### src/rtl/core/gar_pkg.sv
// Shared types, constants and register codes for the gamepad autorepeat qualifier.
package gar_pkg;

    localparam int unsigned BTN_W    = 24;
    localparam int unsigned AXIS_W   = 8;
    localparam int unsigned FRAME_W  = 8;
    localparam int unsigned CFG_IDX_W = 3;
    localparam int unsigned IN_DATA_W = BTN_W + 2 * AXIS_W + FRAME_W;

    // Direction bits merged into the button word
    localparam logic [BTN_W-1:0] DIR_UP    = 24'h000010;
    localparam logic [BTN_W-1:0] DIR_RIGHT = 24'h000020;
    localparam logic [BTN_W-1:0] DIR_DOWN  = 24'h000040;
    localparam logic [BTN_W-1:0] DIR_LEFT  = 24'h000080;

    // Action codes carried in tuser
    localparam logic ACT_SAMPLE = 1'b0;
    localparam logic ACT_CLEAR  = 1'b1;

    typedef enum logic [CFG_IDX_W-1:0] {
        REG_BUTTON_MASK    = 3'd0,
        REG_LOW_THRESHOLD  = 3'd1,
        REG_HIGH_THRESHOLD = 3'd2,
        REG_INITIAL_DELAY  = 3'd3,
        REG_DELAY_STEP     = 3'd4,
        REG_DELAY_FLOOR    = 3'd5
    } cfg_reg_t;

    typedef struct packed {
        logic [BTN_W-1:0]   button_mask;
        logic [AXIS_W-1:0]  low_threshold;
        logic [AXIS_W-1:0]  high_threshold;
        logic [FRAME_W-1:0] initial_delay;
        logic [FRAME_W-1:0] delay_step;
        logic [FRAME_W-1:0] delay_floor;
    } cfg_t;

    localparam cfg_t CFG_RESET = '{
        button_mask:    24'hFFFFFF,
        low_threshold:  8'd48,
        high_threshold: 8'd208,
        initial_delay:  8'd8,
        delay_step:     8'd2,
        delay_floor:    8'd2
    };

    // One sample as held in the input stage
    typedef struct packed {
        logic               action;
        logic [BTN_W-1:0]   raw_buttons;
        logic [AXIS_W-1:0]  stick_x;
        logic [AXIS_W-1:0]  stick_y;
        logic [FRAME_W-1:0] elapsed_frames;
    } sample_t;

endpackage

### src/rtl/core/gar_cfg_regs.sv
// Configuration register file of the autorepeat qualifier.
module gar_cfg_regs
(
    input  logic                           clk,
    input  logic                           rst_n,
    input  logic                           wr_en,
    input  logic [gar_pkg::CFG_IDX_W-1:0]  wr_index,
    input  logic [gar_pkg::BTN_W-1:0]      wr_data,
    output gar_pkg::cfg_t                  cfg
);

    gar_pkg::cfg_t cfg_reg;
    gar_pkg::cfg_t cfg_next;

    always_comb
    begin
        cfg_next = cfg_reg;
        if (wr_en)
        begin
            case (gar_pkg::cfg_reg_t'(wr_index))
                gar_pkg::REG_BUTTON_MASK:    cfg_next.button_mask    = wr_data;
                gar_pkg::REG_LOW_THRESHOLD:  cfg_next.low_threshold  = wr_data[7:0];
                gar_pkg::REG_HIGH_THRESHOLD: cfg_next.high_threshold = wr_data[7:0];
                gar_pkg::REG_INITIAL_DELAY:  cfg_next.initial_delay  = wr_data[7:0];
                gar_pkg::REG_DELAY_STEP:     cfg_next.delay_step     = wr_data[7:0];
                gar_pkg::REG_DELAY_FLOOR:    cfg_next.delay_floor    = wr_data[7:0];
                default:                     cfg_next = cfg_reg; // unmapped index
            endcase
        end
    end

    always_ff @(posedge clk or negedge rst_n)
    begin
        if (!rst_n)
        begin
            cfg_reg <= gar_pkg::CFG_RESET;
        end
        else
        begin
            cfg_reg <= cfg_next;
        end
    end

    assign cfg = cfg_reg;

endmodule

### src/rtl/core/gar_merge.sv
// Button masking and stick-to-direction merge.
module gar_merge
(
    input  gar_pkg::cfg_t                 cfg,
    input  logic [gar_pkg::BTN_W-1:0]     raw_buttons,
    input  logic [gar_pkg::AXIS_W-1:0]    stick_x,
    input  logic [gar_pkg::AXIS_W-1:0]    stick_y,
    output logic [gar_pkg::BTN_W-1:0]     merged
);

    always_comb
    begin
        merged = raw_buttons & cfg.button_mask;
        if (stick_y >= cfg.high_threshold) merged = merged | gar_pkg::DIR_DOWN;
        if (stick_y <= cfg.low_threshold)  merged = merged | gar_pkg::DIR_UP;
        if (stick_x <= cfg.low_threshold)  merged = merged | gar_pkg::DIR_LEFT;
        if (stick_x >= cfg.high_threshold) merged = merged | gar_pkg::DIR_RIGHT;
    end

endmodule

### src/rtl/core/gar_repeat.sv
// Held tracking, frame counter and shrinking repeat delay.
module gar_repeat
(
    input  logic                          clk,
    input  logic                          rst_n,
    input  logic                          update,
    input  logic                          action,
    input  logic [gar_pkg::BTN_W-1:0]     merged,
    input  logic [gar_pkg::FRAME_W-1:0]   elapsed_frames,
    input  gar_pkg::cfg_t                 cfg,
    output logic [gar_pkg::BTN_W-1:0]     pad_state
);

    logic                         held_reg;
    logic                         held_next;
    logic [gar_pkg::FRAME_W-1:0]  count_reg;
    logic [gar_pkg::FRAME_W-1:0]  count_next;
    logic [gar_pkg::FRAME_W-1:0]  delay_reg;
    logic [gar_pkg::FRAME_W-1:0]  delay_next;
    logic [gar_pkg::FRAME_W-1:0]  count_sum;

    assign count_sum = count_reg + elapsed_frames; // wraps mod 256

    always_comb
    begin
        held_next  = held_reg;
        count_next = count_reg;
        delay_next = delay_reg;
        pad_state  = '0;
        if (action == gar_pkg::ACT_CLEAR)
        begin
            held_next = 1'b0;
        end
        else if (merged == '0)
        begin
            held_next = 1'b0;
        end
        else if (!held_reg)
        begin
            // fresh press
            held_next  = 1'b1;
            count_next = '0;
            delay_next = cfg.initial_delay;
            pad_state  = merged;
        end
        else if (count_sum > delay_reg)
        begin
            count_next = '0;
            pad_state  = merged;
            if (delay_reg > cfg.delay_floor)
            begin
                delay_next = (delay_reg > cfg.delay_step) ? (delay_reg - cfg.delay_step) : '0;
            end
        end
        else
        begin
            count_next = count_sum;
        end
    end

    always_ff @(posedge clk or negedge rst_n)
    begin
        if (!rst_n)
        begin
            held_reg  <= 1'b0;
            count_reg <= '0;
            delay_reg <= '0;
        end
        else if (update)
        begin
            held_reg  <= held_next;
            count_reg <= count_next;
            delay_reg <= delay_next;
        end
    end

endmodule

### src/rtl/core/gamepad_autorepeat_qualifier.sv
// Top level of the gamepad autorepeat qualifier: input stage, qualify logic, result stage.
//
//  channel | dir | handshake             | payload
//  --------+-----+-----------------------+-----------------------------------------------
//  s_*     | in  | s_tvalid / s_tready   | s_tdata: buttons, stick x/y, elapsed; s_tuser
//  m_*     | out | m_tvalid / m_tready   | m_tdata: pad_state
//  cfg_*   | in  | cfg_valid / cfg_ready | cfg_index, cfg_data
//
// One sample per cycle sustained while m_tready keeps up; a result passes through the input
// register, then the result register, with the qualify logic between them.
// Repeat state advances when a sample moves from the input register into the
// result register, so samples are qualified strictly in order.
// A stalled result holds the result register; the input register can still take a sample,
// and s_tready drops only when both stages are full and m_tready is low.
// rst_n clears valids, repeat state and loads the register defaults; cfg_ready is always high.
module gamepad_autorepeat_qualifier
(
    input  logic                               clk,
    input  logic                               rst_n,
    // sample stream
    input  logic                               s_tvalid,
    output logic                               s_tready,
    // [23:0] raw_buttons, [31:24] stick_x, [39:32] stick_y, [47:40] elapsed_frames
    input  logic [gar_pkg::IN_DATA_W-1:0]      s_tdata,
    // [0] action (1 = clear repeat state)
    input  logic                               s_tuser,
    // result stream
    output logic                               m_tvalid,
    input  logic                               m_tready,
    // [23:0] pad_state
    output logic [gar_pkg::BTN_W-1:0]          m_tdata,
    // configuration writes
    input  logic                               cfg_valid,
    output logic                               cfg_ready,
    input  logic [gar_pkg::CFG_IDX_W-1:0]      cfg_index,
    input  logic [gar_pkg::BTN_W-1:0]          cfg_data
);

    gar_pkg::cfg_t                 cfg;
    gar_pkg::sample_t              in_reg;
    logic                          in_valid_reg;
    logic                          out_valid_reg;
    logic [gar_pkg::BTN_W-1:0]     out_data_reg;
    logic                          out_adv;
    logic                          in_take;
    logic                          in_move;
    logic [gar_pkg::BTN_W-1:0]     merged;
    logic [gar_pkg::BTN_W-1:0]     pad_state;

    assign cfg_ready = 1'b1;

    gar_cfg_regs u_cfg
    (
        .clk      (clk),
        .rst_n    (rst_n),
        .wr_en    (cfg_valid),
        .wr_index (cfg_index),
        .wr_data  (cfg_data),
        .cfg      (cfg)
    );

    // Handshake: result register frees when empty or taken
    assign out_adv  = !out_valid_reg || m_tready;
    assign in_move  = in_valid_reg && out_adv;
    assign s_tready = !in_valid_reg || out_adv;
    assign in_take  = s_tvalid && s_tready;

    always_ff @(posedge clk or negedge rst_n)
    begin
        if (!rst_n)
        begin
            in_valid_reg  <= 1'b0;
            out_valid_reg <= 1'b0;
        end
        else
        begin
            if (s_tready)
            begin
                in_valid_reg <= s_tvalid;
            end
            if (out_adv)
            begin
                out_valid_reg <= in_valid_reg;
            end
        end
    end

    // Payload registers
    always_ff @(posedge clk)
    begin
        if (in_take)
        begin
            in_reg.action         <= s_tuser;
            in_reg.raw_buttons    <= s_tdata[23:0];
            in_reg.stick_x        <= s_tdata[31:24];
            in_reg.stick_y        <= s_tdata[39:32];
            in_reg.elapsed_frames <= s_tdata[47:40];
        end
        if (in_move)
        begin
            out_data_reg <= pad_state;
        end
    end

    gar_merge u_merge
    (
        .cfg         (cfg),
        .raw_buttons (in_reg.raw_buttons),
        .stick_x     (in_reg.stick_x),
        .stick_y     (in_reg.stick_y),
        .merged      (merged)
    );

    gar_repeat u_repeat
    (
        .clk            (clk),
        .rst_n          (rst_n),
        .update         (in_move),
        .action         (in_reg.action),
        .merged         (merged),
        .elapsed_frames (in_reg.elapsed_frames),
        .cfg            (cfg),
        .pad_state      (pad_state)
    );

    assign m_tvalid = out_valid_reg;
    assign m_tdata  = out_data_reg;

endmodule

### config.mk
export PLATFORM = sky130hd
export DESIGN_NAME = gamepad_autorepeat_qualifier
export DESIGN_NICKNAME = d
export VERILOG_FILES = /design/src/rtl/core/gar_pkg.sv /design/src/rtl/core/gar_cfg_regs.sv /design/src/rtl/core/gar_merge.sv /design/src/rtl/core/gar_repeat.sv /design/src/rtl/core/gamepad_autorepeat_qualifier.sv
export SDC_FILE = /design/constraint.sdc
export NUM_CORES = 1
export LEC_CHECK = 0
export BUFFER_PORTS_ARGS = -buffer_cell sky130_fd_sc_hd__buf_2
export CAP_MARGIN = 25
export CELL_PAD_IN_SITES_DETAIL_PLACEMENT = 0
export CELL_PAD_IN_SITES_GLOBAL_PLACEMENT = 2
export CORE_MARGIN = 1
export CORE_UTILIZATION = 42
export CTS_CLUSTER_DIAMETER = 60
export CTS_CLUSTER_SIZE = 20
export DETAILED_ROUTE_END_ITERATION = 8
export PLACE_DENSITY = 0.95
export SETUP_SLACK_MARGIN = 0.05
export SYNTH_ARGS = -nofsm -noshare
export SYNTH_HDL_FRONTEND = slang
export SYNTH_SLANG_ARGS = --single-unit
### constraint.sdc
create_clock -name clk -period 5.6 [get_ports clk]
set_input_delay 0 -clock clk [delete_from_list [all_inputs] [get_ports clk]]
set_output_delay 0 -clock clk [all_outputs]
set_load 0.01 [all_outputs]
# Word-level counts from Yosys, hierarchy flattened
# Cells that the tools add are included.
[classes]
addsub = 2
order_cmp = 7
eq_ne = 7
mux = 14
n_reduce_logical = 17
bitwise = 3
[op_table]
columns = ["op", "count"]
rows = [
  ["8-bit two-way mux", 7],
  ["24-bit two-way mux", 2],
  ["24-bit bitwise AND", 1],
  ["8-bit greater-than comparator", 3],
  ["24-bit zero test", 1],
  ["8-bit greater-or-equal comparator", 2],
  ["8-bit less-or-equal comparator", 2],
  ["2-bit AND reduction", 6],
  ["8-bit adder", 1],
  ["8-bit subtractor", 1],
  ["7-bit two-way mux", 1],
  ["3-bit by 2-bit equality test with 1-bit output, second input constant", 2],
  ["3-bit equality test, second input constant", 2],
  ["6-bit two-way mux", 1],
  ["5-bit two-way mux", 1],
  ["5-bit AND reduction", 1],
  ["2-bit != test, second input constant", 2],
  ["3-bit by 1-bit equality test with 1-bit output, second input constant", 1],
  ["3-bit zero test", 1],
  ["3-bit AND reduction", 1],
  ["1-bit logical AND", 2],
  ["1-bit zero test", 2],
  ["1-bit logical OR", 2],
  ["1-bit two-way mux", 2],
  ["2 further kinds", 3],
]
[word_totals]
ff_bits = 156
input_bits = 81
wordCells = 67
out_inout_bits = 27

# Logic depth before layout (Yosys ltp)
[depth]
depth_word = 8
ltp_mapped = 15
ltp_nobuf = 14

# Hierarchy
# A second synthesis with hierarchy kept.
[unflattened]
cells_unflattened = 560
hier_area_um2 = 7552.2
[modules_own_cells]
columns = ["module", "n_inst", "seq_area_each_um2", "area_each_um2", "cells_per_inst"]
rows = [
  ["gar_cfg_regs", 1, 1641.6, 2482.4, 140],
  ["gamepad_autorepeat_qualifier", 1, 2242.2, 2307.2, 83],
  ["gar_repeat", 1, 425.4, 1908.1, 222],
  ["gar_merge", 1, 0.0, 854.6, 115],
]

# Least setup slack after synthesis
# No wires, ideal clock.
[synth_path]
path_type = "register -> register"
startpoint = "reg, netlist name in_reg[0]"
endpoint = "reg u_repeat.delay_reg[0] (netlist name)"
required_ns = 5.475
synth_period_minus_slack_ns = 3.542
setup_slack_ns = 2.058
setup_time_ns = 0.125
arrival_time_ns = 3.417
stages_incl_launch_ff = 15
n_path_buf = 0
path_cell_list = "edfxtp_1 -> ha_1 -> fa_1 -> a21o_1 -> a21oi_1 -> o21bai_1 -> a21oi_1 -> xnor2_1 -> ha_1 -> nand4_2 -> a21oi_2 -> o22ai_2 -> o31a_1 -> nor4_4 -> mux2_4"
[synth_between]
elab_chain_cells = 4
[synth_rtl]
columns = ["element", "line_no", "source"]
rows = [
  ["8-bit adder", "gar_repeat.sv:22", "assign count_sum = count_reg + elapsed_frames;"],
  ["8-bit greater-than comparator", "gar_repeat.sv:46", "else if (count_sum > delay_reg)"],
  ["2-bit != test (no source line)", "--", ""],
  ["5-bit AND reduction (no source line)", "--", ""],
  ["end signal: assignment", "gar_repeat.sv:73", "delay_reg <= delay_next;"],
  ["end: declaration", "gar_repeat.sv:18", "logic [gar_pkg::FRAME_W-1:0] delay_reg;"],
]
# No other way between the ends.
# A chain may end at the register's enable or synchronous reset.

# Worst setup path after layout
[layout_path]
startpoint = "reg, netlist name in_reg[0]"
endpoint = "reg u_repeat.delay_reg[7] (netlist name)"
[layout_between]
elab_chain_cells = 4
[layout_rtl]
columns = ["element", "line_no"]
rows = [
  ["8-bit adder", "gar_repeat.sv:22"],
  ["8-bit greater-than comparator", "gar_repeat.sv:46"],
  ["2-bit != test (no source line)", "--"],
  ["5-bit AND reduction (no source line)", "--"],
]
# No other way between the ends.

==> impl_metrics.csv <==
group,metric,value,unit
worst_hold_path,min_path_cells,3,
run_status,status,"completed",
route,drtAntennaViolNets,0,
synthesis,synth_cell_type_count,58,
worst_setup_path,worstPathMaxFanout,8,
worst_setup_path,cp_slowest_cell,"nor4_4",
route,wire_per_inst,16.1,um
layout,syn2layout_area_growth,29.5,%
layout,drive_above_1_share,29.0,%
worst_setup_path,startpoint,"in_reg[0]",
timing,clock.fmax,0.254,GHz
placed_design,placedCellCount,924,
worst_setup_path,crit_arrival,4.25,ns
floorplan,core,17400,um2
layout,largest_reg_flops,64,
worst_setup_path,crit_path_start_kind,"flip-flop",
synthesis,ys_top_cells_by_count,"edfxtp_1 (73), ha_1 (63), nand2_1 (58), dfrtp_1 (51), inv_1 (45)",
route,wl,16700,um
worst_setup_path,max_stage_delay,0.55,ns
worst_setup_path,critPathCaptureType,"flip-flop",
cts,htree_levels,4,
timing,hold_viol,0,
timing,clock_skew,0.0128,ns
grt,grt_util_all_layers,19.4,%
layout,fin_util,55.9,%
cts,clk_pin_slew,0.06,ns
route,drtIter0Drc,214,
cts,cts_tree,"done",
synthesis,synth_area,7490,um2
synthesis,synth_top_area_cell,"edfxtp_1",
floorplan,rows,48,
grt,grt_start_max_net_pins,72,
power_and_ir_drop,leakage,4.20,nW
synthesis,ys_seq_area_share,57.5,%
worst_setup_path,rr_startpoint,"in_reg[0]",
worst_setup_path,critPathKind,"reg2reg",
floorplan,start_util,43.2,%
floorplan,die_area,18400,um2
synthesis,synthCells,596,
timing,holdWs,0.0579,ns
synthesis,synth_fp_nets,742,
placed_design,placed_cell_area,8330,um2
worst_hold_path,hp-start,"cfg_index[2]",
worst_hold_path,hold_class,"in2reg",
cts,cts.sinks,156,
synthesis,synth.top_cell.area_share,29.3,%
power_and_ir_drop,max-vdd-ir-drop,0.237,mV
placed_design,dp_hpwl,12000,um
layout,fin_nets,942,
worst_setup_path,path_cells,"ha_1 -> fa_1 -> a21o_1 -> a21oi_1 -> o21bai_1 -> a21oi_1 -> xnor2_1 -> ha_1 -> nand4_2 -> a21oi_2 -> o22ai_2 -> o31a_1 -> nor4_4 -> mux2_4",
synthesis,synth_flop_cell,"edfxtp_1",
power_and_ir_drop,power,4.02,mW
timing,fin_ws,1.66,ns
timing,maxSlewViolCount,0,
layout,postLayoutCellArea,9700,um2
grt,antenna_found_initial,0,
timing,tns,0,ns
cts,cts_buffers,17,
worst_setup_path,r2r_slack,1.66,ns
synthesis,yosys.cell_count.top_type,"edfxtp_1",
timing,worst_pin_slew,0.985,ns
placed_design,place_congestion,0.818,
power_and_ir_drop,p_per_area,414,nW/um2
layout,antenna_cells,0,
cts,clock_latency,0.43,ns
grt,grt_pass1_wl,27000,um
floorplan,io-pin-count,108,
synthesis,yosys_warnings,0,
synthesis,ys_ff_latch,156,
route,drc_errors,0,
flow_run,maxCapViolCount,0,
placed_design,place_ws,1.72,ns
synthesis,syn_area_per_cell,12.6,um2
synthesis,synth-edff-count,73,
timing,finalSetupViolCount,0,
cts,clk_path_buf_depth,2,
timing,timing.final.crit_period,3.94,ns
route,vias,5243,
placed_design,io_buffers,106,
floorplan,die_w,136,um
cts,clockRootBuffer,"clkbuf_16",
synthesis,ys_async_sr_fraction,53.2,%
timing,period_share,70.4,%
grt,grt-ovfl-total,0,
timing,grt_setup_unrepaired,"no",
route,drt_pass1_iterations,5,
floorplan,die_y,136,um
worst_hold_path,whs_endpoint,"u_cfg.cfg[46]",
layout,fin_cells,1034,
worst_setup_path,r2r-end,"u_repeat.delay_reg[7]",
route,via_per_inst,5.07,
worst_setup_path,ff2ff_path_depth,14,
cts,postCtsResizedCells,0,
grt,grt_pass1_vias,5482,
timing,relSlewSlack,33.7,%
worst_setup_path,required,5.91,ns
synthesis,ys_top_cells_by_area,"edfxtp_1 (29%), dfrtp_1 (17%), dfstp_2 (11%)",
-- final cells by class --
cell class	instances	area (um2)
Sequential cell	156	4310
Clock buffer	18	439
Timing Repair Buffer	190	1390
Multi-Input combinational cell	385	2970
Tap cell	225	282
Fill cell	1421	7660
Clock inverter	14	134
Inverter	46	173
-- placed cells by master (no fill, tap or decap), drive strengths merged, types with 2 or more instances in the layout --
master       netlist  final
buf                3    113
dlygate4sd3        0     77
edfxtp            73     73
ha                63     63
nand2             58     58
mux2              52     52
dfrtp             51     51
inv               45     51
nor2              37     37
dfstp             32     32
o21ai             30     30
a21oi             29     29
clkbuf             6     18
nand4             15     15
xnor2              9      9
nor3               8      8
nand2b             7      7
nor2b              7      7
a21o               6      6
nand3              6      6
mux2i              6      6
o211ai             5      5
a22oi              5      5
clkinv             1      5
xor2               4      4
o31ai              4      4
nor4               4      4
and3               3      3
clkinvlp           0      3
a221oi             3      3
o21bai             2      2
nand3b             2      2
nand4b             2      2
nor3b              2      2
fa                 2      2
and2               2      2
-- layer usage --
layer  routed length, um  vias to the layer above  global-route usage [%]
met1                7380                     2560                    24.2
met4                 299                        0                    7.24
met2                8570                       99                    33.5
met5                   0                        -                       0
li1                    -                     2559                       -
met3                 445                       25                    3.18
-- critical path: cells and delay by family, from the launching register on --
kind | cells | cell delay [ns]
adders and majority gates | 3 | 0.95
AOI/OAI and AO/OA | 7 | 1.35
muxes | 1 | 0.35
and+or+nand+nor | 2 | 0.67
DFF | 1 | 0.37
xor gates and xnor gates | 1 | 0.12
-- cells by family (layout without fill, tap and decap cells) --
kind of cell,after synthesis,after routing,share of synthesized area (%)
flip-flops,156,156,57.5
AND/OR/NAND/NOR,154,154,10.3
AO/OA/AOI/OAI,94,94,7.97
adder cells (fa/ha/maj),65,65,11.1
multiplexers,58,58,8.77
buffers and inverters,55,268,2.84
XOR/XNOR,13,13,1.52
other,1,1,0.0501
-- how the worst max path moves through the flow --
| stage | to | depth (start not counted) |
|---|---|---|
| 2_1_floorplan | u_repeat.delay_reg[0] | 14 |
| 4_1_cts | u_repeat.delay_reg[7] | 14 |
| 5_1_grt | u_repeat.delay_reg[7] | 14 |
| 3_5_place_dp | u_repeat.delay_reg[7] | 14 |
| 6_report | u_repeat.delay_reg[7] | 14 |
| 3_3_place_gp | u_repeat.delay_reg[0] | 14 |
-- power breakdown --
part	total (mW)	internal, mW	switching [mW]	leakage (nW)
Sequential	1.58	1.46	0.120	1.68
Combinational	1.32	0.598	0.723	2.25
Clock	1.12	0.632	0.486	0.277
-- timing repair --
action | 4_1_cts | 5_1_grt
endpoints found under the setup margin | 0 | 0
setup buffers | 0 | 0
endpoints found under the hold margin | 127 | 0
hold buffers | 77 | 0
(Power assumes the default switching activity.)
